`src/rtl/core/bmf_pkg.sv`:
```
// Shared widths, reset values and item structs for the 13x13 box mean filter.
// No dependencies; every other file in rtl/core refers to it by scoped names.
package bmf_pkg;

    localparam int PIX_W       = 8;    // source pixel
    localparam int CSUM_W      = 12;   // vertical column sum
    localparam int WSUM_W      = 16;   // window sum
    localparam int MEAN_W      = 8;    // mean result
    localparam int CCOL_W      = 8;    // reported centre column
    localparam int ROW_W       = 10;   // row counter, frame height, centre row

    localparam int TDATA_IN_W  = 8;
    localparam int TDATA_OUT_W = 32;

    localparam int LINE_WIDTH_DEF = 256;
    localparam int RADIUS_DEF     = 6;

    localparam logic [ROW_W-1:0] HEIGHT_RST = 10'd64;

    // fixed-point shift of the reciprocal used for the divide by window area
    localparam int RECIP_SHIFT = 24;

    typedef struct packed {
        logic row_zero;   // first row of the frame: column sums start from zero
        logic row_full;   // a full window of rows is stored: drop the oldest pixel
        logic col_zero;   // first column: window sum restarts
        logic col_full;   // a full window of columns seen: drop the oldest column sum
        logic emit;       // interior pixel, a result is produced
    } item_ctl_t;

    typedef struct packed {
        logic [CCOL_W-1:0] center_column;
        logic [ROW_W-1:0]  center_row;
        logic              frame_done;
    } res_tag_t;

endpackage

```
`src/rtl/core/bmf_divide.sv`:
```
// Divide by window area via a reciprocal multiply, into the result register.
// Depends on bmf_pkg.
module bmf_divide #(
    parameter int RADIUS = bmf_pkg::RADIUS_DEF
) (
    input  logic                         clk,
    input  logic                         load,
    input  logic [bmf_pkg::WSUM_W-1:0]   ws,
    input  bmf_pkg::res_tag_t            tag_in,
    output logic [bmf_pkg::MEAN_W-1:0]   mean,
    output bmf_pkg::res_tag_t            tag_out
);

    localparam int AREA    = (2 * RADIUS + 1) * (2 * RADIUS + 1);
    localparam int SH      = bmf_pkg::RECIP_SHIFT;
    // rounded-up reciprocal; error times any 16-bit sum stays below 2^SH, so exact
    localparam int RECIP   = ((1 << SH) + AREA - 1) / AREA;
    localparam int RECIP_W = $clog2(RECIP + 1);
    localparam int PROD_W  = bmf_pkg::WSUM_W + RECIP_W;

    logic [PROD_W-1:0] prod;
    logic [bmf_pkg::MEAN_W-1:0] mean_reg;
    bmf_pkg::res_tag_t tag_reg;

    assign prod = PROD_W'(ws) * PROD_W'(RECIP);

    always_ff @(posedge clk)
    begin
        if (load)
        begin
            mean_reg <= prod[SH +: bmf_pkg::MEAN_W];
            tag_reg  <= tag_in;
        end
    end

    assign mean    = mean_reg;
    assign tag_out = tag_reg;

endmodule

```
`config.mk`:
```
export PLATFORM = sky130hd
export DESIGN_NAME = bmf_divide
export DESIGN_NICKNAME = d
export VERILOG_FILES = /design/src/rtl/core/bmf_pkg.sv /design/src/rtl/core/bmf_divide.sv
export SDC_FILE = /design/constraint.sdc
export NUM_CORES = 1
export LEC_CHECK = 0
export BUFFER_PORTS_ARGS = -buffer_cell sky130_fd_sc_hd__buf_2
export CAP_MARGIN = 30
export CORE_MARGIN = 2
export CORE_UTILIZATION = 60
export DETAILED_ROUTE_END_ITERATION = 12
export PLACE_DENSITY = 0.9
export RECOVER_POWER = 50
export SETUP_SLACK_MARGIN = 0.2
export SKIP_CTS_REPAIR_TIMING = 1
export SYNTH_ARGS = -nofsm -noshare
export SYNTH_HDL_FRONTEND = slang
export SYNTH_SLANG_ARGS = --single-unit
```
`constraint.sdc`:
```
create_clock -name clk -period 14.9 [get_ports clk]
set_clock_uncertainty 0.2 [all_clocks]
set_input_delay 1.49 -clock clk [delete_from_list [all_inputs] [get_ports clk]]
set_output_delay 1.49 -clock clk [all_outputs]
set_load 0.05 [all_outputs]
```
[Word-level counts from Yosys, hierarchy flattened]
Index checks and enable logic that the tools add are counted.
Storage, ports and cells
  bits in registers: 27
  bits in latches: 0
  memory bits (writable): 0
  ROM bits: 0
  output and inout bits: 27
  memories: 0
Cells by class
  add/sub/neg operators: 0
  $mul: 1
  divide/modulo/power cells: 0
  magnitude comparators: 0
  equal/unequal tests: 0
  shift operators: 0
  multiplexer cells: 0
  bitwise gates (word level): 0
  reduce and logical (&&, ||, !) cells: 0
Operator list (number)
  multiplier 16 x 16 -> 31 bit, second input constant: 1

[Depth between registers and ports, before layout]
  depth after elaboration: 1
  mapped depth: 20
  depth with buffers taken out: 20

[Least setup slack after synthesis]
No wires, ideal clock.
  path kind: input -> register
  start point: in ws[10] in the netlist's numbering
  end point: reg mean_reg (netlist bit mean[5]), data pin
  arrival: 6.035 ns
  required time: 14.439 ns
  path slack: 8.404 ns
  stages: 17
  cells stage by stage: ha_1 inv_1 fa_1 fa_1 inv_1 fa_1 fa_1 inv_1 fa_1 inv_1 ha_1 a211oi_1 o21ai_1 o211ai_1 a211oi_1 o41a_1 a311o_1
On the way
  cells in the longest elaborated chain, start to end: 1
RTL lines
  start, declared: RTL line bmf_divide.sv:8  | input logic [bmf_pkg::WSUM_W-1:0] ws,
  multiplier 16 x 16 -> 31 bit: RTL line bmf_divide.sv:25  | assign prod = PROD_W'(ws) * PROD_W'(RECIP);
  via prod[29]: RTL line bmf_divide.sv:21  | logic [PROD_W-1:0] prod;
  end signal, assigned: RTL line bmf_divide.sv:31  | mean_reg <= prod[SH +: bmf_pkg::MEAN_W];
  end, declared: RTL line bmf_divide.sv:22  | logic [bmf_pkg::MEAN_W-1:0] mean_reg;
The timed path passes the listed nets, and every way through them passes these cells.
A chain may end at the register's enable or synchronous reset.

[Worst setup path after layout]
  start point: in ws[11] in the netlist's numbering
  end point: reg mean_reg (netlist bit mean[7]), data pin
The elaborated chain is that of the path after synthesis.

==> impl_metrics.json <==
{
  "area_growth_pct": 10.31,
  "outcome": "complete, no violations",
  "critical_path_arrival_ns": 6.51,
  "p_leak_nw": 2.875,
  "synth_area_per_cell_um2": 10.73,
  "wire_per_inst_um": 16.09,
  "core_um2": 7687,
  "rsz0062_at_grt": "no",
  "totalWireLength_um": 9816,
  "seq_area_frac_synth_pct": 17.14,
  "netlist_area_um2": 4731,
  "ys_seq_elements": 27,
  "place_ws_ns": 7.932,
  "clkSinkCount": 27,
  "die_w_um": 92.80,
  "critPathLaunch": "ws[11]",
  "worstHoldEndpoint": "tag_out[15]",
  "dr.pass1.iters": 4,
  "crit_chain": "buf_2 > ha_1 > inv_1 > fa_1 > fa_1 > inv_1 > fa_1 > fa_1 > inv_1 > fa_1 > inv_1 > ha_1 > a211oi_1 > o21ai_1 > o211ai_1 > a211oi_1 > o31a_1 > nor4_1 > a311oi_1",
  "hold_class": "in2reg",
  "fin_tns_setup_ns": 0,
  "yosysTopAreaCell": "ha_1",
  "cts_tree": "yes",
  "htreeDepth": 1,
  "fin_crit_sh_pct": 45.07,
  "antenna_left": 0,
  "route.detailed.drc": 0,
  "synthCells": 441,
  "min_from": "tag_in[15]",
  "end_kind": "flop",
  "viasPerCell": 5.426,
  "grt_pass1_vias": 3565,
  "worst_pin_slew_ns": 1.394,
  "die_area_um2": 8611,
  "clockBufferDepth": 2,
  "crit_fanout": 4,
  "n_antenna_cell": 0,
  "ys_types": 37,
  "cap_violations": 0,
  "die_y_um": 92.80,
  "drt_iter0_drc": 132,
  "root_buffer": "clkbuf_8",
  "synthTopCellsByArea": "ha_1 (33%), fa_1 (26%), edfxtp_1 (17%)",
  "cp-start-kind": "primary input",
  "setup_violations": 0,
  "clk_pin_slew_worst_paths_ns": 0.08,
  "irDropWorstVdd_v": 0.00009367,
  "max_stage_delay_ns": 0.56,
  "port_buffers": 63,
  "synth_top_area_share_pct": 33.06,
  "grt_max_degree": 28,
  "antenna_found_initial": 0,
  "synth_nets": 664,
  "cpMostUsedCell": "fa_1",
  "period_minus_slack_ns": 6.715,
  "worst_slack_ns": 8.185,
  "fmax_ghz": 0.1489,
  "cp.required_ns": 14.69,
  "overflow": 0,
  "hold_viol_final": 0,
  "worstHoldPathCells": 1,
  "crit_type": "in2reg",
  "yosysWarnings": 0,
  "place_congestion": 0.9478,
  "drive_above_1_share_pct": 13.58,
  "slew_violations": 0,
  "grt_usage_pct": 24.36,
  "powerDensity_nw_per_um2": 187.1,
  "maxSlewHeadroom_pct": 7.056,
  "initial_core_util_pct": 61.54,
  "place_hpwl_um": 8988,
  "crit_slowest_cell": "fa_1",
  "cts_inserted_buffers": 3,
  "rows": 32,
  "grt_first_pass_wirelength_um": 16570,
  "vias": 3310,
  "ios": 64,
  "finalNetCount": 732,
  "largest_register_ffs": 19
}
## metal layers
layer  global-route usage (%)  wire length, um  up-vias
li1                         -                -     1592
met4                    4.902              151        0
met5                        0                0        -
met3                    4.068              411       18
met1                    31.98             4217     1622
met2                    42.69             5035       78
## critical path: cells and delay by family
| family | cells | cell delay, ns |
|---|---|---|
| buffers and inverters | 5 | 0.36 |
| adder cells (fa/ha/maj) | 7 | 3.19 |
| AO/OA/AOI/OAI | 6 | 1.17 |
| AND/OR/NAND/NOR | 1 | 0.33 |
## logic make-up after synthesis
| group | count (synthesis) | synth area share (%) |
|---|---|---|
| xor+xnor | 15 | 2.777 |
| fa+ha+maj | 186 | 58.87 |
| simple gates | 34 | 3.650 |
| compound gates | 49 | 7.247 |
| flops | 27 | 17.14 |
| buf+inv | 130 | 10.31 |
## per-stage QoR
step           utilization (%)  instances  hold WS (ns)  instance area (um^2)  power, mW
2_1_floorplan                -        441         1.389                  4731     0.7232
3_3_place_gp             67.30        606         1.466                  5174     0.8809
3_5_place_dp             67.30        606         1.468                  5174     0.9219
4_1_cts                  67.90        610         1.189                  5220     0.9708
5_1_grt                  67.89        610         1.179                  5219      1.085
6_report                 67.89        610         1.196                  5219     0.9765
## area by class of cell
class | count | area [um^2]
Timing Repair Buffer | 63 | 314.1
Tap cell | 102 | 127.6
Clock buffer | 3 | 41.29
Fill cell | 545 | 2469
Inverter | 130 | 488.0
Sequential cell | 27 | 810.8
Multi-Input combinational cell | 284 | 3432
Clock inverter | 1 | 5.005
## worst max path at each step
stage / depth (start not counted) / end
floorplan: 17 / mean[5]
global placement: 18 / mean[5]
detailed placement: 19 / mean[7]
CTS: 19 / mean[7]
global route: 19 / mean[7]
finish: 19 / mean[7]
## synth_stat cells, drive strengths merged
cell and n:
o21bai 2, a21oi 10, a21o 5, xnor2 9, a41oi 1, nand2b 1
or3 2, a311o 1, a211oi 4, nor4 4, o22ai 1, and3 1
nor3 1, o21ai 11, and4 1, nand2 8, fa 61, xor2 6
a31oi 1, o211ai 3, inv 130, nor2 6, a221oi 1, nand4 4
o21a 3, edfxtp 27, o41a 1, nand3 5, a311oi 1, ha 125
o31a 1, a22o 1, nor2b 1, a2111oi 2
## report_power, final
group | internal, mW | total (mW) | switching [mW]
Clock | 0.0187 | 0.0392 | 0.0205
Sequential | 0.108 | 0.111 | 0.00379
Combinational | 0.332 | 0.826 | 0.494
Total | 0.458 | 0.976 | 0.518
## cell usage in the layout, fill, tap and decap left out, drive strengths merged, types with 2 or more instances in the layout
cell type  Yosys  final
clkbuf         0      4
edfxtp        27     27
a211oi         4      4
nand4          4      4
xnor2          9      9
or3            2      2
a2111oi        2      2
fa            61     61
buf            0     62
a21o           5      5
nor4           4      4
ha           125    125
o211ai         3      3
nand2          8      8
xor2           6      6
o21a           3      3
nor2           6      6
o21bai         2      2
a21oi         10     10
inv          130    130
nand3          5      5
o21ai         11     11
Note: power is estimated with default switching activity, not from simulation.
