==> config.mk <==
export PLATFORM = sky130hd
export DESIGN_NAME = bmf_window
export DESIGN_NICKNAME = d
export VERILOG_FILES = /design/src/rtl/core/bmf_pkg.sv /design/src/rtl/core/bmf_window.sv
export SDC_FILE = /design/constraint.sdc
export NUM_CORES = 1
export LEC_CHECK = 0
export ABC_AREA = 1
export BUFFER_PORTS_ARGS = -buffer_cell sky130_fd_sc_hd__buf_4
export CORE_AREA = 2 2 124 126
export DETAILED_ROUTE_END_ITERATION = 6
export DIE_AREA = 0 0 126 128
export PLACE_DENSITY_LB_ADDON = 0.2
export SLEW_MARGIN = 30
export SYNTH_ARGS = -nofsm -noshare
export SYNTH_HDL_FRONTEND = slang
export SYNTH_SLANG_ARGS = --single-unit
==> constraint.sdc <==
create_clock -name clk -period 2.9 [get_ports clk]
set_clock_uncertainty 0.15 [all_clocks]
set_input_delay 0.435 -clock clk [delete_from_list [all_inputs] [get_ports clk]]
set_output_delay 0.435 -clock clk [all_outputs]
set_load 0.01 [all_outputs]
==> src/rtl/core/bmf_pkg.sv <==
// Shared widths, reset values and item structs for the 13x13 box mean filter.
// No dependencies; every other file in rtl/core refers to it by scoped names.
package bmf_pkg;

    localparam int PIX_W       = 8;    // source pixel
    localparam int CSUM_W      = 12;   // vertical column sum
    localparam int WSUM_W      = 16;   // window sum
    localparam int MEAN_W      = 8;    // mean result
    localparam int CCOL_W      = 8;    // reported centre column
    localparam int ROW_W       = 10;   // row counter, frame height, centre row

    localparam int TDATA_IN_W  = 8;
    localparam int TDATA_OUT_W = 32;

    localparam int LINE_WIDTH_DEF = 256;
    localparam int RADIUS_DEF     = 6;

    localparam logic [ROW_W-1:0] HEIGHT_RST = 10'd64;

    // fixed-point shift of the reciprocal used for the divide by window area
    localparam int RECIP_SHIFT = 24;

    typedef struct packed {
        logic row_zero;   // first row of the frame: column sums start from zero
        logic row_full;   // a full window of rows is stored: drop the oldest pixel
        logic col_zero;   // first column: window sum restarts
        logic col_full;   // a full window of columns seen: drop the oldest column sum
        logic emit;       // interior pixel, a result is produced
    } item_ctl_t;

    typedef struct packed {
        logic [CCOL_W-1:0] center_column;
        logic [ROW_W-1:0]  center_row;
        logic              frame_done;
    } res_tag_t;

endpackage

==> src/rtl/core/bmf_window.sv <==
// Horizontal running sum over the last 2*RADIUS+1 column sums of a row.
// Depends on bmf_pkg.
module bmf_window #(
    parameter int RADIUS = bmf_pkg::RADIUS_DEF
) (
    input  logic                         clk,
    input  logic                         rst_n,
    input  logic                         adv2,
    input  logic [bmf_pkg::CSUM_W-1:0]   cs,
    input  bmf_pkg::item_ctl_t           ctl_in,
    input  bmf_pkg::res_tag_t            tag_in,
    output logic [bmf_pkg::WSUM_W-1:0]   ws,
    output logic                         emit,
    output bmf_pkg::res_tag_t            tag_out
);

    localparam int WIN_SIDE = 2 * RADIUS + 1;
    localparam int CW       = bmf_pkg::CSUM_W;
    localparam int WW       = bmf_pkg::WSUM_W;

    logic [CW-1:0] recent_reg [WIN_SIDE];
    logic [WW-1:0] window_sum_reg, window_sum_next;
    logic          emit3_reg;
    bmf_pkg::res_tag_t tag3_reg;

    always_comb
    begin
        if (ctl_in.col_zero)
            window_sum_next = WW'(cs);
        else
            window_sum_next = window_sum_reg + WW'(cs)
                              - (ctl_in.col_full ? WW'(recent_reg[WIN_SIDE-1]) : '0);
    end

    // the window sum register doubles as the stage-3 payload
    always_ff @(posedge clk or negedge rst_n)
    begin
        if (!rst_n)
        begin
            window_sum_reg <= '0;
            for (int i = 0; i < WIN_SIDE; i++)
                recent_reg[i] <= '0;
        end
        else if (adv2)
        begin
            window_sum_reg <= window_sum_next;
            recent_reg[0]  <= cs;
            for (int i = 1; i < WIN_SIDE; i++)
                recent_reg[i] <= recent_reg[i-1];
        end
    end

    always_ff @(posedge clk)
    begin
        if (adv2)
        begin
            emit3_reg <= ctl_in.emit;
            tag3_reg  <= tag_in;
        end
    end

    assign ws      = window_sum_reg;
    assign emit    = emit3_reg;
    assign tag_out = tag3_reg;

endmodule

; After elaboration in Yosys (flattened, before gate mapping)
; Cells that the tools add are included.
[word_totals]
ff_bits = 192
in_bits = 39
output_inout_bits = 36
wordCells = 22
[op_classes]
n_addsub = 2
n_mux = 2
[ops]
columns = op, count
row1 = 16-bit by 12-bit adder with 16-bit output, 1
row2 = 16-bit 2-to-1 mux, 1
row3 = 16-bit by 12-bit subtractor with 16-bit output, 1
row4 = 12-bit 2-to-1 mux, 1

; Longest topological paths before layout
; Gate-level depths: netlist (run 1).
[logic_depth]
word_depth = 3
ltp_mapped = 17
depth_no_buf = 16

; Worst setup path after synthesis (run 1)
; Ideal clock, no wire load.
[synth_path]
path_type = in2reg
start = in ctl_in[1] (netlist name)
end = reg window_sum_reg[14], in the netlist ws[14]
setup_ns = 0.117
arrival_ns = 2.318
t_required_ns = 2.633
path_slack_ns = 0.315
path_stages = 14
path_buffers = 1
cell_sequence = clkbuf_1 -> nand2_1 -> inv_1 -> fa_1 -> inv_1 -> fa_1 -> nand3_1 -> nand3_2 -> nand2_1 -> nand2_1 -> nand2_1 -> nand3_1 -> nand3_1 -> nand2_1
[synth_between]
elab_chain_cells = 3
[synth_lines]
columns = item, line
row1 = "start, declared", bmf_window.sv:10  ; input bmf_pkg::item_ctl_t ctl_in,
row2 = 12-bit 2-to-1 mux, bmf_window.sv:32  ; - (ctl_in.col_full ? WW'(recent_reg[WIN_SIDE-1]) : '0);
row3 = 16-bit by 12-bit subtractor with 16-bit output, bmf_window.sv:32
row4 = 16-bit 2-to-1 mux, bmf_window.sv:28  ; if (ctl_in.col_zero)
row5 = "end signal, assigned", bmf_window.sv:46  ; window_sum_reg <= window_sum_next;
row6 = "end, declared", bmf_window.sv:22  ; logic [WW-1:0] window_sum_reg, window_sum_next;
; No other way between the ends.
; A chain may end at the register's enable or synchronous reset.

; Worst setup path after layout (run 1)
[layout_path]
start = reg recent_reg[1] (netlist name)
end = reg window_sum_reg[6], in the netlist ws[6]
[layout_between]
elab_chain_cells = 3
[layout_lines]
columns = item, line
row1 = "start, declared", bmf_window.sv:21  ; logic [CW-1:0] recent_reg [WIN_SIDE];
row2 = "start signal, assigned by index", bmf_window.sv:49  ; recent_reg[i] <= recent_reg[i-1];
row3 = 12-bit 2-to-1 mux, bmf_window.sv:32
row4 = 16-bit by 12-bit subtractor with 16-bit output, bmf_window.sv:32
row5 = 16-bit 2-to-1 mux, bmf_window.sv:28
; No other way between the ends.

==> results of run 1 <==
-- final timing paths --
path	end	cells after the start	slack (ns)	start
max reg2reg	ws[6]$_DFFE_PN0P_	13	0.32	recent_reg[1]$_DFFE_PN0P_
max	ws[6]$_DFFE_PN0P_	13	0.32	recent_reg[1]$_DFFE_PN0P_
min	tag_out[6]$_DFFE_PP_	1	0.03	tag_in[6]
min reg2reg	recent_reg[39]$_DFFE_PN0P_	2	0.32	recent_reg[39]$_DFFE_PN0P_
max in group asynchronous	recent_reg[71]$_DFFE_PN0P_	3	1.44	rst_n
min in group asynchronous	recent_reg[121]$_DFFE_PN0P_	2	0.42	rst_n
-- per-stage QoR --
step	hold WS [ns]	power (mW)	util	area, sq um
2_1_floorplan	-0.0106	5.44	-	8560
3_3_place_gp	0.304	6.17	0.623	9260
3_5_place_dp	0.308	6.24	0.623	9260
4_1_cts	0.0133	8.69	0.665	9890
5_1_grt	0.0113	9.28	0.665	9890
6_report	0.0288	8.63	0.665	9890
-- routing by layer --
layer | vias up | GRT usage | routed length [um]
li1 | 3187 | - | -
met1 | 3056 | 0.310 | 7840
met2 | 101 | 0.356 | 8030
met3 | 20 | 0.0409 | 555
met4 | 0 | 0.0743 | 275
met5 | - | 0 | 0
-- power groups by stage --
stage,Clock (mW),Combinational [mW],Sequential [mW]
2_1_floorplan,0,1.99,3.45
3_3_place_gp,0,2.73,3.44
3_5_place_dp,0,2.79,3.45
4_1_cts,2.45,2.83,3.41
5_1_grt,2.55,3.27,3.46
6_report,2.40,2.82,3.41
-- area by class of cell --
| cell class | instances | area (sq um) |
|---|---|---|
| inverters | 96 | 363 |
| repair buffers | 84 | 674 |
| multi-input cells | 682 | 3090 |
| well taps | 188 | 235 |
| fillers | 1224 | 4980 |
| flip-flops and latches | 192 | 4900 |
| clock inverters | 13 | 155 |
| clock buffers | 19 | 464 |
-- cells by family (layout without fill, tap and decap cells) --
| kind of cell | after synthesis | after routing |
|---|---|---|
| buffers and inverters | 136 | 212 |
| AO/OA/AOI/OAI | 47 | 47 |
| adder cells (fa/ha/maj) | 28 | 28 |
| XOR/XNOR | 6 | 6 |
| AND/OR/NAND/NOR | 601 | 601 |
| flip-flops | 192 | 192 |
-- placed cells by master, fill, tap and decap left out, types with 2 or more instances in the layout --
master      count
nand2_1       547
clkbuf_16      18
buf_12          3
edfxtp_1       20
inv_8           2
nand4_1         4
nand3_2         2
inv_1          94
clkinvlp_4      2
nor2_1         10
a21oi_1        11
nand3_1        26
nand2_2         5
buf_4          79
nor3_2          3
ha_1           16
o21bai_1        2
clkinv_2        3
o21ai_0        31
dfrtp_1       172
xor2_1          3
xnor2_1         3
bufinv_16       2
and2_1          2
fa_1           12
clkinv_4        3
-- critical path: cells and delay by family, from the launching register on --
family                   cells  cell delay (ns)
adder cells (fa/ha/maj)      2             0.96
flip-flops                   1             0.40
AND/OR/NAND/NOR              8             0.74
buffers and inverters        2             0.12
AO/OA/AOI/OAI                1             0.09
==> run metrics, run 1 <==
status finished clean; Worst Tran Pin Value 0.657 ns; TritonCTS buffer count 17; XOR/XNOR Fraction of Synth Area 0.00614; min-delay worst type in2reg; Worst-Skew Late Latency between 0.4 and 0.5 ns; normalized max-slew margin 0.562; Die Ht 128 um; syn nets 1077; clock slew at reported path FFs roughly 0.07 ns; Avg Cell Area, Syn 8.48 sq um; placed cell count 1241; Leak Pwr between 5 and 6 nW; Arr. time, crit path 2.73 ns; max FFs per register 156; Synth Area in Compound Gates 0.0286; vias in the first global route 6209; vias per cell 5.00; WL/cell between 10 and 15 um; switching power 3.04 mW; endpoints failing hold 0; Post-synth EDFFs 20; Setup Fix Bufs, Post-CTS 0; CP max stage delay 0.48 ns; final setup margin 0.317 ns; main area contributors after synthesis dfrtp_1, nand2_1, edfxtp_1; DR DRC count 0; layout cells sized above 1 0.119; area of the core 14900 sq um; Gate power share 0.327; P&R area growth vs syn 15.5%; Place WS 0.116 ns; maxcap violations 0; overall routing resource usage 0.222; Fmax between 0.3 and 0.4 GHz; Die X about 130 um; Period Utilization, post-route 0.891; routed wire length 16700 um; min Tclk post-route 2.58 ns; CTS Sinks 192; # hold bufs at CTS 1; clock share of power 0.278; cell with the most instances after synthesis nand2_1; internal power between 5 and 6 mW; most used cell, CP nand2_1; adder-cell share of the synthesized area 0.0514; share of synthesized flip-flops with an asynchronous set or reset 0.896; # H-tree levels 4; ANT nets after route 0; Post-Synth Simple-Gate Area 0.275; DR pass1 iterations 5; largest family of logic cells by synthesized area simple AND/OR/NAND/NOR gates; root buffer cell clkbuf_16; critical path class reg2reg; CTS tree yes; CP max FO 4; Unique masters post-synth 30; Fin Setup TNS 0 ns; Post-synth top cells nand2_1, dfrtp_1, inv_1; crit path launch type register; Reg power frac 0.395; row cnt 45; Final Non-Filler Cells between 1000 and 1500; post-synthesis cell area 8560 sq um; antenna violations before repair 0; Synth area leader dfrtp_1; first-pass GRT wire length approximately 29000 um; pin count of the biggest net entering global routing a little under 90; Resized Gates After CTS 0; sequential area share after synthesis 0.573; Initial Utilization 0.576; Critical Path Slowest Stage Cell fa_1; pwr/cell area 873 nW/um^2; DP HPWL 10800 um; GPL Wtd Cong 0.877; Ports 75; mux share of post-synthesis cell area 0; switch share 0.352; Final setup viols 0; Buffers on Ports 72; Synth Flop Type dfrtp_1; Ys Warns 0; total gr overflow 0; top-area cell type share of the netlist area 0.503; Synth Instances 1010; drt initial violations between 400 and 500; die area 16100 sq um; FF+latch count, synth 192; routed vias 6364; RSZ-0062 raised after global routing false; CP Cell Sequence nand2_1 -> inv_1 -> fa_1 -> inv_1 -> fa_1 -> nand3_1 -> nand3_2 -> nand2_1 -> nand2_1 -> nand2_1 -> nand3_1 -> nand2_1 -> o21ai_0; crit end category register; Peak supply drop 0.000540 V; max-slew violation count 0; ANT cells 0; Bufs on Longest Clock Path 2; Required @ worst endpoint 3.04 ns; Final nets roughly 1100
No activity file was read; power rests on OpenSTA's default activity.
==> inputs of run 2 (changes only) <==
--- a/config.mk
+++ b/config.mk
@@ -11,6 +11,7 @@
 export DETAILED_ROUTE_END_ITERATION = 6
 export DIE_AREA = 0 0 126 128
 export PLACE_DENSITY_LB_ADDON = 0.2
+export REMOVE_ABC_BUFFERS = 1
 export SLEW_MARGIN = 30
 export SYNTH_ARGS = -nofsm -noshare
 export SYNTH_HDL_FRONTEND = slang
==> run 2 against run 1 <==
  * Non-clock buffer count up 1
  * Total power down 2.4%
  * Setup slack improved by 0.040 ns
  * Clock-buffer cell count up 4
  * Critical path type unchanged
  * Clock power down 7%
  * Sequential power hardly changed
  * Cell area shrank 0.23%
  * Combinational power shrank 1%
  * Critical path depth is the same
  * Utilization is 0.15 points lower
==> run metrics, run 2 (synthesis gave the netlist of run 1 again) <==
TritonCTS buffer count 17 (unchanged); ANT cells 0 (unchanged); CP max stage delay 0.49 ns (was 0.48 ns); # hold bufs at CTS 1 (unchanged); commonest non-fill, non-tap cells in the layout nand2_1, dfrtp_1, inv_1 (unchanged); endpoints failing hold 0 (unchanged); Peak supply drop 0.000536 V (was 0.000540 V); final setup margin 0.357 ns (was 0.317 ns); routed wire length 15900 um (was 16700 um); vias per cell 4.92 (was 5.00); DP HPWL 10400 um (was 10800 um); hold depth 1 (unchanged); Arr. time, crit path 2.71 ns (was 2.73 ns); min Tclk post-route 2.54 ns (was 2.58 ns); row cnt 45 (unchanged); Critical Path Slowest Stage Cell fa_1 (unchanged); Final nets 1141 (was 1140); reg2reg end ws[14]$_DFFE_PN0P_ (was ws[6]$_DFFE_PN0P_); Leak Pwr 5.54 nW (was 5.55 nW); CP Cell Sequence nand2_1 -> inv_1 -> fa_1 -> inv_1 -> fa_1 -> nand3_1 -> nand3_2 -> nand2_1 -> nand2_1 -> nand2_1 -> nand3_1 -> nand3_1 -> nand2_1 (was nand2_1 -> inv_1 -> fa_1 -> inv_1 -> fa_1 -> nand3_1 -> nand3_2 -> nand2_1 -> nand2_1 -> nand2_1 -> nand3_1 -> nand2_1 -> o21ai_0); crit end category register (unchanged); WL/cell 12.4 um (was 13.1 um); Die Ht 128 um (unchanged); vias in the first global route 5976 (was 6209); status finished clean (unchanged); Power Total 8.43 mW (was 8.63 mW); RSZ-0062 raised after global routing false (unchanged); critical path class reg2reg (unchanged); CTS tree yes (unchanged); Fillers 1253 (was 1224); Initial Utilization 0.576 (unchanged); ANT nets after route 0 (unchanged); Buffers on Ports 72 (unchanged); Final setup viols 0 (unchanged); root buffer cell clkbuf_16 (unchanged); Fmax 0.393 GHz (was 0.387 GHz); layout cells sized above 1 0.115 (was 0.119); drt initial violations 479 (was 451); Ports 75 (unchanged); pin count of the biggest net entering global routing 83 (was 89); commonest non-fill, non-tap cell in the layout nand2_1 (unchanged); Hold Startpoint tag_in[0] (was tag_in[6]); P&R area growth vs syn 15.2% (was 15.5%); routed vias 6269 (was 6364); area of the core 14900 sq um (unchanged); min-delay worst type in2reg (unchanged); # H-tree levels 4 (unchanged); reg2reg start recent_reg[1]$_DFFE_PN0P_ (unchanged); Worst Tran Pin Value 0.485 ns (was 0.657 ns); normalized max-slew margin 0.676 (was 0.562); CP max FO 4 (unchanged); overall routing resource usage 0.215 (was 0.222); Bufs on Longest Clock Path 2 (unchanged); max-slew violation count 0 (unchanged); Resized Gates After CTS 0 (unchanged); post-route core utilization 0.664 (was 0.665); first-pass GRT wire length 27800 um (was 29100 um); DR DRC count 0 (unchanged); most used cell, CP nand2_1 (unchanged); R2R cell count 13 (unchanged); maxcap violations 0 (unchanged); Period Utilization, post-route 0.877 (was 0.891); crit path launch type register (unchanged); Setup Fix Bufs, Post-CTS 0 (unchanged); DR pass1 iterations 5 (unchanged); Worst-Skew Late Latency 0.43 ns (about the same); Required @ worst endpoint 3.07 ns (was 3.04 ns); pwr/cell area 854 nW/um^2 (was 873 nW/um^2); CTS Sinks 192 (unchanged); GPL Wtd Cong 0.889 (was 0.877); antenna violations before repair 0 (unchanged); die area 16100 sq um (unchanged); R2R setup slack 0.36 ns (was 0.32 ns); Hold Path Sink tag_out[0]$_DFFE_PP_ (was tag_out[6]$_DFFE_PP_); total gr overflow 0 (unchanged); Place WS 0.0977 ns (was 0.116 ns); clock slew at reported path FFs 0.07 ns (about the same); Die X 126 um (unchanged); max FFs per register 156 (unchanged); Fin Setup TNS 0 ns (unchanged)
run 2: where the power goes:
part	switching (mW)	internal [mW]	total, mW
Clock	0.978	1.26	2.24
Sequential	0.261	3.15	3.42
Combinational	1.69	1.08	2.78
Total	2.93	5.50	8.43
run 2: area by class of cell:
| type | instances | area, sq um | area share |
|---|---|---|---|
| Clock buffer | 23 | 479 | 0.0486 |
| Sequential cell | 192 | 4900 | 0.497 |
| Timing Repair Buffer | 85 | 711 | 0.0720 |
| Tap cell | 188 | 235 | 0.0238 |
| Multi-Input combinational cell | 682 | 3090 | 0.313 |
| Clock inverter | 8 | 81.3 | 0.00824 |
| Inverter | 96 | 363 | 0.0368 |
run 2: critical path: cells and delay by family (launching register included):
kind	cells	cell delay, ns
DFF	1	0.37
buffers and inverters	2	0.11
adders and majority gates	2	0.96
and+or+nand+nor	9	0.85
run 2: metal layers:
| metal | wire length, um | part of all wire | up-vias | global-route usage |
|---|---|---|---|---|
| li1 | - | - | 3179 | - |
| met1 | 7580 | 0.48 | 2981 | 0.305 |
| met2 | 7500 | 0.47 | 91 | 0.332 |
| met3 | 556 | 0.035 | 18 | 0.0547 |
| met4 | 227 | 0.014 | 0 | 0.0633 |
| met5 | 0 | 0 | - | 0 |
run 2: worst max-delay path by stage:
stage,start,to,slack [ns]
floorplan,adv2,ws[12]$_DFFE_PN0P_,0.47
global placement,ctl_in[1],ws[14]$_DFFE_PN0P_,0.13
detailed placement,ctl_in[1],ws[14]$_DFFE_PN0P_,0.1
CTS,recent_reg[1]$_DFFE_PN0P_,ws[14]$_DFFE_PN0P_,0.35
global route,recent_reg[1]$_DFFE_PN0P_,ws[6]$_DFFE_PN0P_,0.22
finish,recent_reg[1]$_DFFE_PN0P_,ws[14]$_DFFE_PN0P_,0.36
run 2: metrics by stage:
stage	instance area, sq um	instances	hold WS (ns)
after floorplan	8360	970	-0.0106
after global placement	9300	1242	0.261
after detailed placement	9300	1242	0.264
after CTS	9870	1274	0.00498
after global routing	9870	1274	0.00296
final	9870	1274	0.0231
