### src/rtl/core/bmf_pkg.sv
// Shared widths, reset values and item structs for the 13x13 box mean filter.
// No dependencies; every other file in rtl/core refers to it by scoped names.
package bmf_pkg;

    localparam int PIX_W       = 8;    // source pixel
    localparam int CSUM_W      = 12;   // vertical column sum
    localparam int WSUM_W      = 16;   // window sum
    localparam int MEAN_W      = 8;    // mean result
    localparam int CCOL_W      = 8;    // reported centre column
    localparam int ROW_W       = 10;   // row counter, frame height, centre row

    localparam int TDATA_IN_W  = 8;
    localparam int TDATA_OUT_W = 32;

    localparam int LINE_WIDTH_DEF = 256;
    localparam int RADIUS_DEF     = 6;

    localparam logic [ROW_W-1:0] HEIGHT_RST = 10'd64;

    // fixed-point shift of the reciprocal used for the divide by window area
    localparam int RECIP_SHIFT = 24;

    typedef struct packed {
        logic row_zero;   // first row of the frame: column sums start from zero
        logic row_full;   // a full window of rows is stored: drop the oldest pixel
        logic col_zero;   // first column: window sum restarts
        logic col_full;   // a full window of columns seen: drop the oldest column sum
        logic emit;       // interior pixel, a result is produced
    } item_ctl_t;

    typedef struct packed {
        logic [CCOL_W-1:0] center_column;
        logic [ROW_W-1:0]  center_row;
        logic              frame_done;
    } res_tag_t;

endpackage

### src/rtl/core/bmf_position.sv
// Raster position tracking, frame height register and row-store addressing.
// Depends on bmf_pkg.
module bmf_position #(
    parameter int LINE_WIDTH = bmf_pkg::LINE_WIDTH_DEF,
    parameter int RADIUS     = bmf_pkg::RADIUS_DEF,
    localparam int CIW       = $clog2(LINE_WIDTH),
    localparam int ADDR_W    = $clog2((2 * RADIUS + 1) * LINE_WIDTH)
) (
    input  logic                        clk,
    input  logic                        rst_n,
    input  logic                        cfg_we,
    input  logic [bmf_pkg::ROW_W-1:0]   cfg_wdata,
    input  logic                        accept,
    input  logic                        frame_start,
    output logic [CIW-1:0]              col,
    output logic [ADDR_W-1:0]           addr,
    output bmf_pkg::item_ctl_t          ctl,
    output bmf_pkg::res_tag_t           tag
);

    localparam int WIN_SIDE = 2 * RADIUS + 1;
    localparam int RW       = bmf_pkg::ROW_W;
    localparam int XW       = CIW + bmf_pkg::CCOL_W;

    logic [CIW-1:0]    col_reg,  col_next;
    logic [RW-1:0]     row_reg,  row_next;
    logic [ADDR_W-1:0] base_reg, base_next;
    logic [RW-1:0]     height_reg;

    logic [CIW-1:0]    col_cur;
    logic [RW-1:0]     row_cur;
    logic [ADDR_W-1:0] base_cur;
    logic              col_last;
    logic [RW:0]       row_inc;
    logic              row_last;
    logic [XW-1:0]     ccol_wide;

    // a frame start restarts this very word at pixel (0,0)
    assign col_cur  = frame_start ? '0 : col_reg;
    assign row_cur  = frame_start ? '0 : row_reg;
    assign base_cur = frame_start ? '0 : base_reg;

    assign col_last = (col_cur == CIW'(LINE_WIDTH - 1));
    assign row_inc  = {1'b0, row_cur} + (RW + 1)'(1);
    assign row_last = (row_inc >= {1'b0, height_reg});

    assign col  = col_cur;
    assign addr = base_cur + ADDR_W'(col_cur);

    assign ccol_wide = XW'(col_cur) - XW'(RADIUS);

    always_comb
    begin
        ctl.row_zero = (row_cur == '0);
        ctl.row_full = (row_cur >= RW'(WIN_SIDE));
        ctl.col_zero = (col_cur == '0);
        ctl.col_full = (col_cur >= CIW'(WIN_SIDE));
        ctl.emit     = (col_cur >= CIW'(2 * RADIUS)) && (row_cur >= RW'(2 * RADIUS))
                       && (row_cur < height_reg);
        tag.center_column = ccol_wide[bmf_pkg::CCOL_W-1:0];
        tag.center_row    = row_cur - RW'(RADIUS);
        tag.frame_done    = col_last && (row_inc == {1'b0, height_reg});
    end

    always_comb
    begin
        col_next  = col_cur + CIW'(1);
        row_next  = row_cur;
        base_next = base_cur;
        if (col_last)
        begin
            col_next = '0;
            if (row_last)
            begin
                row_next  = '0;
                base_next = '0;
            end
            else
            begin
                row_next  = row_inc[RW-1:0];
                base_next = (base_cur == ADDR_W'((WIN_SIDE - 1) * LINE_WIDTH)) ? '0
                            : base_cur + ADDR_W'(LINE_WIDTH);
            end
        end
    end

    always_ff @(posedge clk or negedge rst_n)
    begin
        if (!rst_n)
        begin
            col_reg  <= '0;
            row_reg  <= '0;
            base_reg <= '0;
        end
        else if (accept)
        begin
            col_reg  <= col_next;
            row_reg  <= row_next;
            base_reg <= base_next;
        end
    end

    always_ff @(posedge clk or negedge rst_n)
    begin
        if (!rst_n)
            height_reg <= bmf_pkg::HEIGHT_RST;
        else if (cfg_we)
            height_reg <= cfg_wdata;
    end

endmodule

### config.mk
export PLATFORM = sky130hd
export DESIGN_NAME = bmf_position
export DESIGN_NICKNAME = d
export VERILOG_FILES = /design/src/rtl/core/bmf_pkg.sv /design/src/rtl/core/bmf_position.sv
export SDC_FILE = /design/constraint.sdc
export NUM_CORES = 1
export LEC_CHECK = 0
export BUFFER_PORTS_ARGS = -buffer_cell sky130_fd_sc_hd__buf_4
export CORE_MARGIN = 2
export CORE_UTILIZATION = 50
export CTS_CLUSTER_SIZE = 24
export DETAILED_ROUTE_END_ITERATION = 6
export PLACE_DENSITY = 0.73
export SETUP_SLACK_MARGIN = 0.4
export SYNTH_ARGS = -nofsm -noshare
export SYNTH_HDL_FRONTEND = slang
export SYNTH_SLANG_ARGS = --single-unit
export TNS_END_PERCENT = 30
### constraint.sdc
create_clock -name clk -period 5.7 [get_ports clk]
set_clock_uncertainty 0.2 [all_clocks]
set_input_delay 0 -clock clk [delete_from_list [all_inputs] [get_ports clk]]
set_output_delay 0 -clock clk [all_outputs]
set_load 0.1 [all_outputs]
# After elaboration in Yosys (flattened, before gate mapping)
# Cells that the tools add are included.
[op_classes] n_shift=0 eq_ne=3 n_mul=0 n_lt_le_gt_ge=6 reduce_logical=5 mux=9 n_bitwise=0 div_mod_pow=0 addsub=6
[ops] cell="2-to-1 mux 12 bit" count=4
[ops] cell="2-to-1 mux 10 bit" count=3
[ops] cell=">= comparator 10 x 4 -> 1 bit (second input constant)" count=2
[ops] cell=">= comparator 8 x 4 -> 1 bit (second input constant)" count=2
[ops] cell="2-to-1 mux 8 bit" count=2
[ops] cell="adder 12 x 8 -> 12 bit" count=1
[ops] cell="adder 12 x 9 -> 12 bit (second input constant)" count=1
[ops] cell="== test 12 bit (second input constant)" count=1
[ops] cell="adder 10 x 1 -> 11 bit (second input constant)" count=1
[ops] cell="== test 11 x 10 -> 1 bit" count=1
[ops] cell=">= comparator 11 x 10 -> 1 bit" count=1
[ops] cell="logical NOT 10 bit" count=1
[ops] cell="less-than comparator 10 bit" count=1
[ops] cell="subtractor 10 x 3 -> 10 bit (second input constant)" count=1
[ops] cell="adder 8 x 1 -> 8 bit (second input constant)" count=1
[ops] cell="== test 8 bit (second input constant)" count=1
[ops] cell="logical NOT 8 bit" count=1
[ops] cell="subtractor 8 x 3 -> 8 bit (second input constant)" count=1
[ops] cell="logical AND 1 bit" count=3
[word_totals] word_cells=33 out_inout_bits=44 ram_bits=0 latch_bits=0 n_memories=0 ff_bits=40 inputBits=15 romBits=0

# Depth between registers and ports, before layout
# Gate-level depths: netlist of the first run.
[logic_depth] depth_word=5 depth_mapped=15 depth_no_buf=14

# Worst setup path before layout of the first run
# OpenSTA, ideal clock, no wires.
[synth_timing] kind="register to output" start="register row_reg[0]" end="output tag[0] in the netlist's numbering" path_buffers=0 t_required_ns=5.500 path_stages_with_launch=10 arrival_ns=6.409 path_slack_ns=-0.909 cell_sequence="dfrtp_1 nor2b_1 ha_1 nand4_1 nor2_1 xor2_1 ha_1 nand4_1 nor2_1 nor4b_1"
[synth_rtl] item="start: declaration" line="bmf_position.sv:26" text="logic [RW-1:0] row_reg, row_next;"
[synth_rtl] item="start signal: assignment" line="bmf_position.sv:98" text="row_reg <= row_next;"
[synth_rtl] item="end: declaration" line="bmf_position.sv:18" text="output bmf_pkg::res_tag_t tag"

# Worst setup path after layout of the first run
[layout_timing] start="input frame_start" end="register row_reg[8]"
[layout_via] elab_chain_cells=5 word_cells_on_any_way=7 classes_between="add/sub: 1; order compare: 1; eq/ne: 1; mux: 4"
[layout_lines] item="start: declaration" line="bmf_position.sv:14" text="input logic frame_start,"
[layout_lines] item="2-to-1 mux 10 bit" line="bmf_position.sv:40" text="assign row_cur = frame_start ? '0 : row_reg;"
[layout_lines] item="adder 10 x 1 -> 11 bit" line="bmf_position.sv:44" text="assign row_inc = {1'b0, row_cur} + (RW + 1)'(1);"
[layout_lines] item=">= comparator 11 x 10 -> 1 bit" line="bmf_position.sv:45" text="assign row_last = (row_inc >= {1'b0, height_reg});"
[layout_lines] item="2-to-1 mux 10 bit" line="bmf_position.sv:73" text="if (row_last)"
[layout_lines] item="2-to-1 mux 10 bit (*)" line="bmf_position.sv:70" text="if (col_last)"
# Every way passes the cells marked *; elsewhere a longest branch is shown, timed or not.
# A chain may end at the register's enable or synchronous reset.

==> flow_metrics.tcl, run 1 <==
set metrics [dict create \
    finalWirelength_um 8680 \
    reg2reg_slack_ns 1.69 \
    r2r_cells 13 \
    cts_tree "done" \
    synth_flop_cell "dfrtp_1" \
    worstPathArrival_ns 4.17 \
    path_class "in -> reg" \
    ff_latch_area_um2 1000 \
    start_util_pct 52.4 \
    gp_congestion 0.929 \
    die-area_um2 7400 \
    multi_input_area_um2 2160 \
    fp.dieH_um 86.0 \
    cts_resized 0 \
    leakage_uw 0.00206 \
    fillers 529 \
    synth_top_family_by_area "simple AND/OR/NAND/NOR gates" \
    hold_viol 0 \
    drtPass1Iterations 4 \
    coreArea_um2 6420 \
    final_cells 558 \
    fmax_ghz 0.242 \
    avgViaCountPerCell 5.59 \
    grt_pass1_wl_um 14900 \
    clk_pin_slew_ns 0.09 \
    timing.rr.start "row_reg[0]" \
    tightest_slew_ns 0.706 \
    syn_area_per_cell_um2 8.39 \
    antenna_found_initial 0 \
    yosys.cell_count.top_type "dfrtp_1" \
    synth_compound_area_share_pct 16.2 \
    timing.critical_path.mode_cell "ha_1" \
    synth_simple_gate_area_share_pct 24.1 \
    drt_iter0_markers 189 \
    period_needed_ns 4.13 \
    fp-row-count 29 \
    max-cap-violations 0 \
    overflow 0 \
    grt_pass1_vias 3109 \
    synth.area.top_cells "dfrtp_1 29%, ha_1 14%, xnor2_1 4.4%" \
    synth_adder_area_share_pct 14.4 \
    peakVddDrop_uv 298 \
    async_flop_share_pct 100 \
    finalNetCount 533 \
    worst-path-max-fanout 44 \
    cts_root_buf "clkbuf_8" \
    fin_crit_sh_pct 72.5 \
    relSlewSlack_pct 52.6 \
    cp_slowest_cell "nor4_4" \
    drive_above_1_share_pct 16.4 \
    critPathRequiredTime_ns 5.74 \
    synthMuxAreaShare_pct 2.31 \
    synth_edf_count 0 \
    cts.sink_count 40 \
    io-pin-count 59 \
    hpwl_um 5980 \
    yosys_warnings 0 \
    num_antenna_cells 0 \
    synth_xor_area_share_pct 7.03 \
    track_usage_pct 25.1 \
    ys_seq_area_share_pct 29.8 \
    drc_errors 0 \
    hp-class "in -> async" \
    die_w_um 86.0 \
    ys_top_cells_by_count "39 x dfrtp_1, 37 x ha_1, 35 x nand2_1" \
    worst_path_largest_cell_delay_ns 0.63 \
    clock_path_buffers 2 \
    fin_tns_setup_ns 0 \
    insertion_delay_ns 0.31 \
    grt_start_max_net_pins 45 \
    placedCellCount 518 \
    syn_inst 401 \
    ys_seq_elements 40 \
    power_uw 1020 \
    crit_chain "dlygate4sd3_1 > buf_4 > nor2b_1 > ha_1 > nand4_1 > nor2_1 > xor2_1 > ha_1 > a211oi_1 > o21ai_0 > nand2_1 > o21ai_1 > nor4_4 > a21oi_1 > a31oi_1" \
    crit_path_start_kind "primary input" \
    cts_buffers 5 \
    post-cts-setup-buffers 0 \
    placement.io_buffers 58 \
    synth_top_cell_by_area "dfrtp_1" \
    slew_violations 0 \
    setup_viol 0 \
    end_kind "register" \
    h-tree-depth 2 \
    synth_nets 454 \
    ant_nets 0 \
    p_per_area_nw_per_um2 240 \
    synth_top_area_share_pct 29.0 \
    syn_to_final_growth_pct 26.2 \
    wl_per_cell_um 15.6 \
    outcome "complete, no violations" \
    vias 3121 \
    rsz0062_at_grt "no" \
    ys_types 54 \
    synth_area_um2 3360 \
    largest_register_ffs 12 \
    rr_endpoint "row_reg[8]" \
]
worst max-delay path: cells and delay by family:
family,cells,cell delay (ns)
buffers and inverters,2,0.80
AOI/OAI and AO/OA,5,0.90
and+or+nand+nor,5,1.52
xor gates and xnor gates,1,0.26
adders and majority gates,2,0.66
report_power, final:
part	switching (uW)	leakage, uW	internal (uW)
sequential	15.5	0.000529	301
clock	111	0.0000541	130
combinational	345	0.00148	117
total	472	0.00206	547
per-layer routing:
metal	up-vias	global-route usage, %	wire [um]
met2	73	40.4	4140
li1	1560	-	-
met4	0	6.78	108
met3	11	2.79	317
met5	-	0	0
met1	1477	35.7	4120
metrics by stage:
step | hold slack, ns | util, % | setup WS (ns) | cell area [um2]
finish | 0.00314 | 66.1 | 1.57 | 4250
detailed placement | -0.189 | 59.4 | 1.89 | 3810
CTS | 0.0238 | 66.1 | 1.68 | 4250
global placement | -0.193 | 59.4 | 2.01 | 3810
global route | 0.0522 | 66.1 | 1.23 | 4250
floorplan | -0.496 | - | 0.185 | 3370
cells in the final DEF, fill, tap and decap left out, drive strengths merged, types with 11 or more instances in the layout:
cell type,n
a21oi,17
buf,58
dfrtp,39
dlygate4sd3,32
ha,37
inv,32
nand2,35
nand3,11
nor2,30
nor2b,20
nor3,13
o21ai,29
xnor2,17
final cells by class:
type	count	share of cell area [%]
clock buffer	5	1.62
clock inverter	3	1.00
inverter	32	2.83
multi-input combinational	311	50.9
sequential	40	23.6
tap	77	2.27
timing repair buffer	90	17.8
repair_timing:
action / 4_1_cts / 5_1_grt
endpoints found under the hold margin: 65 / 0
hold buffers: 32 / 0
endpoints found under the setup margin: 0 / 0
worst max-delay path by stage:
stage	start	endpoint	slack, ns	depth (start not counted)
detailed placement	row_reg[0]	base_reg[2]	1.89	13
floorplan	col_reg[2]	addr[6]	0.18	7
CTS	frame_start	addr[10]	1.68	16
finish	frame_start	row_reg[8]	1.57	15
global route	frame_start	base_reg[2]	1.23	15
global placement	row_reg[0]	base_reg[1]	2.01	13
cell families (layout without fill, tap and decap cells):
family                     count (synthesis)  in the layout
xor gates and xnor gates                  27             27
AOI/OAI and AO/OA                         84             84
adders and majority gates                 38             38
DFF                                       40             40
and+or+nand+nor                          155            155
buffers and inverters                     50            130
muxes                                      7              7
Note: power is estimated with default switching activity, not from simulation.
==> run 2: changes to the inputs <==
==> constraint.sdc (replaced) <==
create_clock -name clk -period 4.1 [get_ports clk]
set_clock_uncertainty 0.2 [all_clocks]
set_input_delay 0 -clock clk [delete_from_list [all_inputs] [get_ports clk]]
set_output_delay 0 -clock clk [all_outputs]
set_load 0.1 [all_outputs]
==> run 2 against run 1 <==
Effect of this change:
- power grew 43%
- critical path type is now reg -> out
- final area grew 4.2%
- count of clock-buffer cells in the layout grew 2
- setup slack lost 0.93 ns
- largest power group unchanged
- sequential share of layout area shrank 0.96 points
- sequential power grew 39%
- highest routed layer unchanged
- first-iteration DRC count grew 17%
==> flow_metrics.tcl, run 2 (synthesis results as in run 1) <==
set metrics [dict create \
    outcome "complete, no violations" \
    tightest_slew_ns 0.568 \
    crit_path_end "addr[11]" \
    setup_viol 0 \
    cts_buffers 5 \
    swShare_pct 45.1 \
    clk_pin_slew_ns 0.08 \
    rsz0062_at_grt "yes" \
    cp-startpoint "col_reg[0]" \
    fin_crit_sh_pct 84.4 \
    final_common_cell "buf_4" \
    cts.sink_count 40 \
    coreArea_um2 6420 \
    rr_endpoint "base_reg[2]" \
    placed_cell_area_um2 3960 \
    h-tree-depth 2 \
    grt_pass1_vias 3091 \
    peakVddDrop_uv 382 \
    critPathRequiredTime_ns 3.90 \
    avgViaCountPerCell 5.63 \
    drive_above_1_share_pct 20.5 \
    track_usage_pct 25.1 \
    grt_pass1_wl_um 14800 \
    start_util_pct 52.4 \
    insertion_delay_ns 0.29 \
    fp.dieH_um 86.0 \
    fmax_ghz 0.289 \
    die-area_um2 7400 \
    die_w_um 86.0 \
    cts_tree "done" \
    final_util_pct 68.9 \
    gp_congestion 0.914 \
    crit_path_start_kind "register" \
    drtPass1Iterations 4 \
    drc_errors 0 \
    power_uw 1460 \
    syn_to_final_growth_pct 31.6 \
    worst-path-max-fanout 5 \
    hold_viol 0 \
    clock_path_buffers 2 \
    reg2reg_slack_ns 0.66 \
    wl_per_cell_um 15.9 \
    fin_area_um2 4430 \
    fin_tns_setup_ns 0 \
    antenna_found_initial 0 \
    clkPwrFrac_pct 24.7 \
    path_class "reg -> out" \
    fillers 512 \
    ant_nets 0 \
    drt_iter0_markers 222 \
    p_int_uw 801 \
    max-cap-violations 0 \
    largest_register_ffs 12 \
    relSlewSlack_pct 62.0 \
    p_switching_uw 658 \
    vias 3161 \
    cts_root_buf "clkbuf_8" \
    placement.io_buffers 58 \
    combPwrFrac_pct 45.0 \
    hpwl_um 6300 \
    finalNetCount 536 \
    p_per_area_nw_per_um2 330 \
    leakage_uw 0.00214 \
    slew_violations 0 \
    period_needed_ns 3.46 \
    fp-row-count 29 \
    end_kind "output pin" \
    grt_start_max_net_pins 41 \
    final_cell_mix "60 x buf_4, 39 x dfrtp_1, 37 x ha_1" \
    timing.rr.start "row_reg[0]" \
    seqPwrFrac_pct 30.2 \
    post-cts-setup-buffers 0 \
    overflow 0 \
    hp-class "in -> async" \
    finalWirelength_um 8910 \
    worstPathArrival_ns 3.26 \
    num_antenna_cells 0 \
    io-pin-count 59 \
    r2r_cells 13 \
]
-- run 2: cell types whose count changed in the layout (fill, tap and decap cells not counted), moves of 2 or more --
cell / before / now
xnor2_1: 17 / 12
nor2_1: 30 / 27
nor2_2: 0 / 3
nor2b_1: 20 / 17
xnor2_2: 0 / 3
buf_4: 58 / 60
clkbuf_8: 5 / 7
inv_1: 32 / 30
nor2b_2: 0 / 2
xnor2_4: 0 / 2
-- run 2: timing repair --
| action | in CTS | in global routing |
|---|---|---|
| hold buffers | 32 | 0 |
| pin swaps | 0 | 2 |
| setup endpoints to repair | 8 | 19 |
| endpoints found under the hold margin | 65 | 0 |
| resized for setup | 1 | 5 |
-- run 2: power by group through the flow --
stage | Combinational (uW) | Sequential (uW) | Clock, uW
after floorplan | 500 | 444 | 0
after global placement | 615 | 448 | 0
after detailed placement | 620 | 449 | 0
after CTS | 652 | 441 | 365
after global routing | 692 | 445 | 384
final | 657 | 441 | 361
-- run 2: worst max-delay path, stage by stage (launching register included) --
cell and delay (ns):
dfrtp_1 0.42, nand2_1 0.20, clkinvlp_4 0.18, ha_1 0.24
a21o_1 0.18, a21oi_1 0.21, nor2b_1 0.11, o21ai_0 0.38
nor2_1 0.11, o2111ai_1 0.34, mux2i_4 0.28, buf_4 0.31
-- run 2: layer usage --
| layer | part of all wire [%] | GRT usage (%) | vias up |
|---|---|---|---|
| met5 | 0 | 0 | - |
| met4 | 1.2 | 7.50 | 0 |
| met3 | 5.8 | 3.66 | 11 |
| met2 | 46 | 39.6 | 87 |
| met1 | 47 | 35.7 | 1499 |
| li1 | - | - | 1564 |
-- run 2: how the worst min path moves through the flow --
stage / start / end / slack (ns) / cells past startpoint
6_report: rst_n / height_reg[0] / 0.01 / 2
3_3_place_gp: rst_n / height_reg[0] / -0.19 / 1
3_5_place_dp: rst_n / height_reg[0] / -0.19 / 1
2_1_floorplan: rst_n / base_reg[0] / -0.50 / 0
4_1_cts: rst_n / height_reg[0] / 0.03 / 2
5_1_grt: frame_start / row_reg[3] / 0.04 / 4
-- run 2: final cells by class --
cell class	instances	area (um2)	area share (%)
Sequential cell	40	1000	22.6
Clock buffer	7	96.3	2.18
Multi-Input combinational cell	311	2290	51.8
Tap cell	77	96.3	2.18
Clock inverter	1	30.0	0.679
Inverter	32	128	2.88
Timing Repair Buffer	93	782	17.7
-- run 2: per-stage QoR --
| step | setup WS, ns | cells | hold WS [ns] |
|---|---|---|---|
| floorplan | 0.112 | 401 | -0.496 |
| global placement | 0.475 | 521 | -0.190 |
| detailed placement | 0.370 | 521 | -0.189 |
| CTS | 0.554 | 561 | 0.0286 |
| global route | 0.356 | 561 | 0.0438 |
| finish | 0.638 | 561 | 0.0130 |
==> run 3: changes to the inputs <==
--- a/config.mk
+++ b/config.mk
@@ -10,7 +10,7 @@
 export CORE_UTILIZATION = 50
 export CTS_CLUSTER_SIZE = 24
 export DETAILED_ROUTE_END_ITERATION = 6
-export PLACE_DENSITY = 0.73
+export PLACE_DENSITY = 0.75
 export SETUP_SLACK_MARGIN = 0.4
 export SYNTH_ARGS = -nofsm -noshare
 export SYNTH_HDL_FRONTEND = slang
==> constraint.sdc (replaced) <==
create_clock -name clk -period 3.1 [get_ports clk]
set_clock_uncertainty 0.2 [all_clocks]
set_input_delay 0 -clock clk [delete_from_list [all_inputs] [get_ports clk]]
set_output_delay 0 -clock clk [all_outputs]
set_load 0.1 [all_outputs]
==> run 3 against run 2 <==
Effect of this change:
- the run now ends with negative setup slack left
- via count increased by 14%
- final area grew 15%
- sequential power grew 33%
- flip-flop and latch count unchanged
- critical endpoint is now row_reg[8]
- largest cell class unchanged
==> flow_metrics.tcl, run 3 (synthesis results as in run 1) <==
set metrics [dict create \
    outcome "complete, but fails checks" \
    failed_checks "negative setup slack" \
    avgViaCountPerCell 5.99 \
    drt_iter0_markers 304 \
    grt_start_max_net_pins 41 \
    final_cells 599 \
    track_usage_pct 28.8 \
    rsz0062_at_grt "yes" \
    finalWirelength_um 10700 \
    gp_congestion 0.939 \
    finalNetCount 574 \
    cts_root_buf "clkbuf_8" \
    relSlewSlack_pct 61.8 \
    insertion_delay_ns 0.30 \
    peakVddDrop_uv 415 \
    drc_errors 0 \
    drtPass1Iterations 5 \
    die-area_um2 7400 \
    die_w_um 86.0 \
    worstPathArrival_ns 3.16 \
    clk_pin_slew_ns 0.08 \
    hp-class "in -> async" \
    cts_buffers 5 \
    cts_tree "done" \
    tightest_slew_ns 0.572 \
    largest_register_ffs 12 \
    fillers 427 \
    syn_to_final_growth_pct 51.4 \
    power_uw 1970 \
    path_class "reg -> reg" \
    hpwl_um 6970 \
    drive_above_1_share_pct 35.4 \
    end_kind "register" \
    setup_viol 10 \
    reg2reg_slack_ns -0.04 \
    antenna_found_initial 0 \
    start_util_pct 52.4 \
    fp.dieH_um 86.0 \
    final_cell_mix "88 x buf_4, 36 x dfrtp_1, 32 x nand2_1, 32 x dlygate4sd3_1, 31 x ha_1" \
    dp_slack_ns -0.0676 \
    p_per_area_nw_per_um2 386 \
    fmax_ghz 0.318 \
    rr_endpoint "row_reg[8]" \
    crit_path_start_kind "register" \
    timing.rr.start "row_reg[0]" \
    setup_slack_ns -0.0447 \
    hold_viol 0 \
    final_common_cell "buf_4" \
    worst-path-max-fanout 8 \
    fp-row-count 29 \
    placement.io_buffers 58 \
    grt_pass1_wl_um 17000 \
    wl_per_cell_um 17.9 \
    period_needed_ns 3.14 \
    leakage_uw 0.00238 \
    clock_path_buffers 2 \
    io-pin-count 59 \
    max-cap-violations 0 \
    cts.sink_count 40 \
    coreArea_um2 6420 \
    num_antenna_cells 0 \
    vias 3588 \
    r2r_cells 15 \
    h-tree-depth 2 \
    placedCellCount 546 \
    fin_crit_sh_pct 101 \
    critPathRequiredTime_ns 3.12 \
    overflow 0 \
    grt_pass1_vias 3453 \
    ant_nets 0 \
    slew_violations 0 \
]
-- run 3: cell types whose count changed in the layout (fill, tap and decap cells not counted), moves of 4 or more --
cell     change
buf_12       +8
buf_4       +28
ha_1         -6
ha_4         +4
nor2_1       -5
nor2b_1      -5
o21ai_0      -8
o21ai_1      +4
o21ai_2      +4
-- run 3: worst max path at each step --
stage	depth (start not counted)	slack [ns]	end	startpoint
2_1_floorplan	10	-0.31	addr[11]	col_reg[1]
3_3_place_gp	13	0.13	base_reg[7]	row_reg[0]
3_5_place_dp	13	-0.07	base_reg[3]	row_reg[1]
4_1_cts	13	0.1	base_reg[3]	row_reg[0]
5_1_grt	13	-0.22	base_reg[4]	row_reg[1]
6_report	15	-0.04	row_reg[8]	row_reg[0]
-- run 3: metrics by stage --
stage          util (%)  hold WS [ns]  TNS [ns]  area (um2)
4_1_cts            76.2        0.0333         0        4890
6_report           79.3        0.0151    -0.245        5090
5_1_grt            79.3        0.0676     -2.88        5090
3_3_place_gp       67.1        -0.191         0        4310
2_1_floorplan         -        -0.496     -4.86        3670
3_5_place_dp       67.1        -0.186    -0.588        4310
-- run 3: routing by layer --
metal | track usage [%] | vias to the layer above | wire length [um]
met3 | 4.23 | 47 | 684
li1 | - | 1650 | -
met5 | 0 | - | 0
met2 | 47.6 | 175 | 5160
met1 | 39.0 | 1716 | 4580
met4 | 8.51 | 0 | 323
-- run 3: final cells by class --
cell class / count / area, um2 / share of cell area [%]
sequential: 40 / 1010 / 19.8
multi-input combinational: 311 / 2580 / 50.7
inverter: 32 / 128 / 2.51
clock buffer: 6 / 72.6 / 1.43
timing repair buffer: 131 / 1170 / 23.1
tap: 77 / 96.3 / 1.89
clock inverter: 2 / 35.0 / 0.688
-- run 3: report_power, final --
group / internal, uW / total (uW) / leakage, uW / switching, uW
clock network: 239 / 432 / 0.0000552 / 193
registers: 555 / 588 / 0.000525 / 32.4
logic: 266 / 947 / 0.00180 / 681
total: 1060 / 1970 / 0.00238 / 907
-- run 3: worst max-delay path, cell delays in order, from the launching register on --
cell and delay, ns:
dfrtp_2 0.45, nor2b_4 0.15, ha_4 0.18, nand4_1 0.11
nor2_2 0.06, buf_4 0.13, buf_4 0.12, buf_4 0.12
buf_4 0.12, buf_4 0.14, and3_1 0.25, or2_4 0.31
nor4_4 0.27, buf_6 0.18, a21oi_1 0.09, a31oi_1 0.17
-- run 3: repair_timing --
| action | 4_1_cts | 5_1_grt |
|---|---|---|
| hold buffers | 32 | 0 |
| endpoints found under the setup margin | 31 | 31 |
| buffers inserted | 9 | 4 |
| pin swaps | 17 | 35 |
| gates resized for setup | 26 | 48 |
| hold endpoints to repair | 65 | 0 |
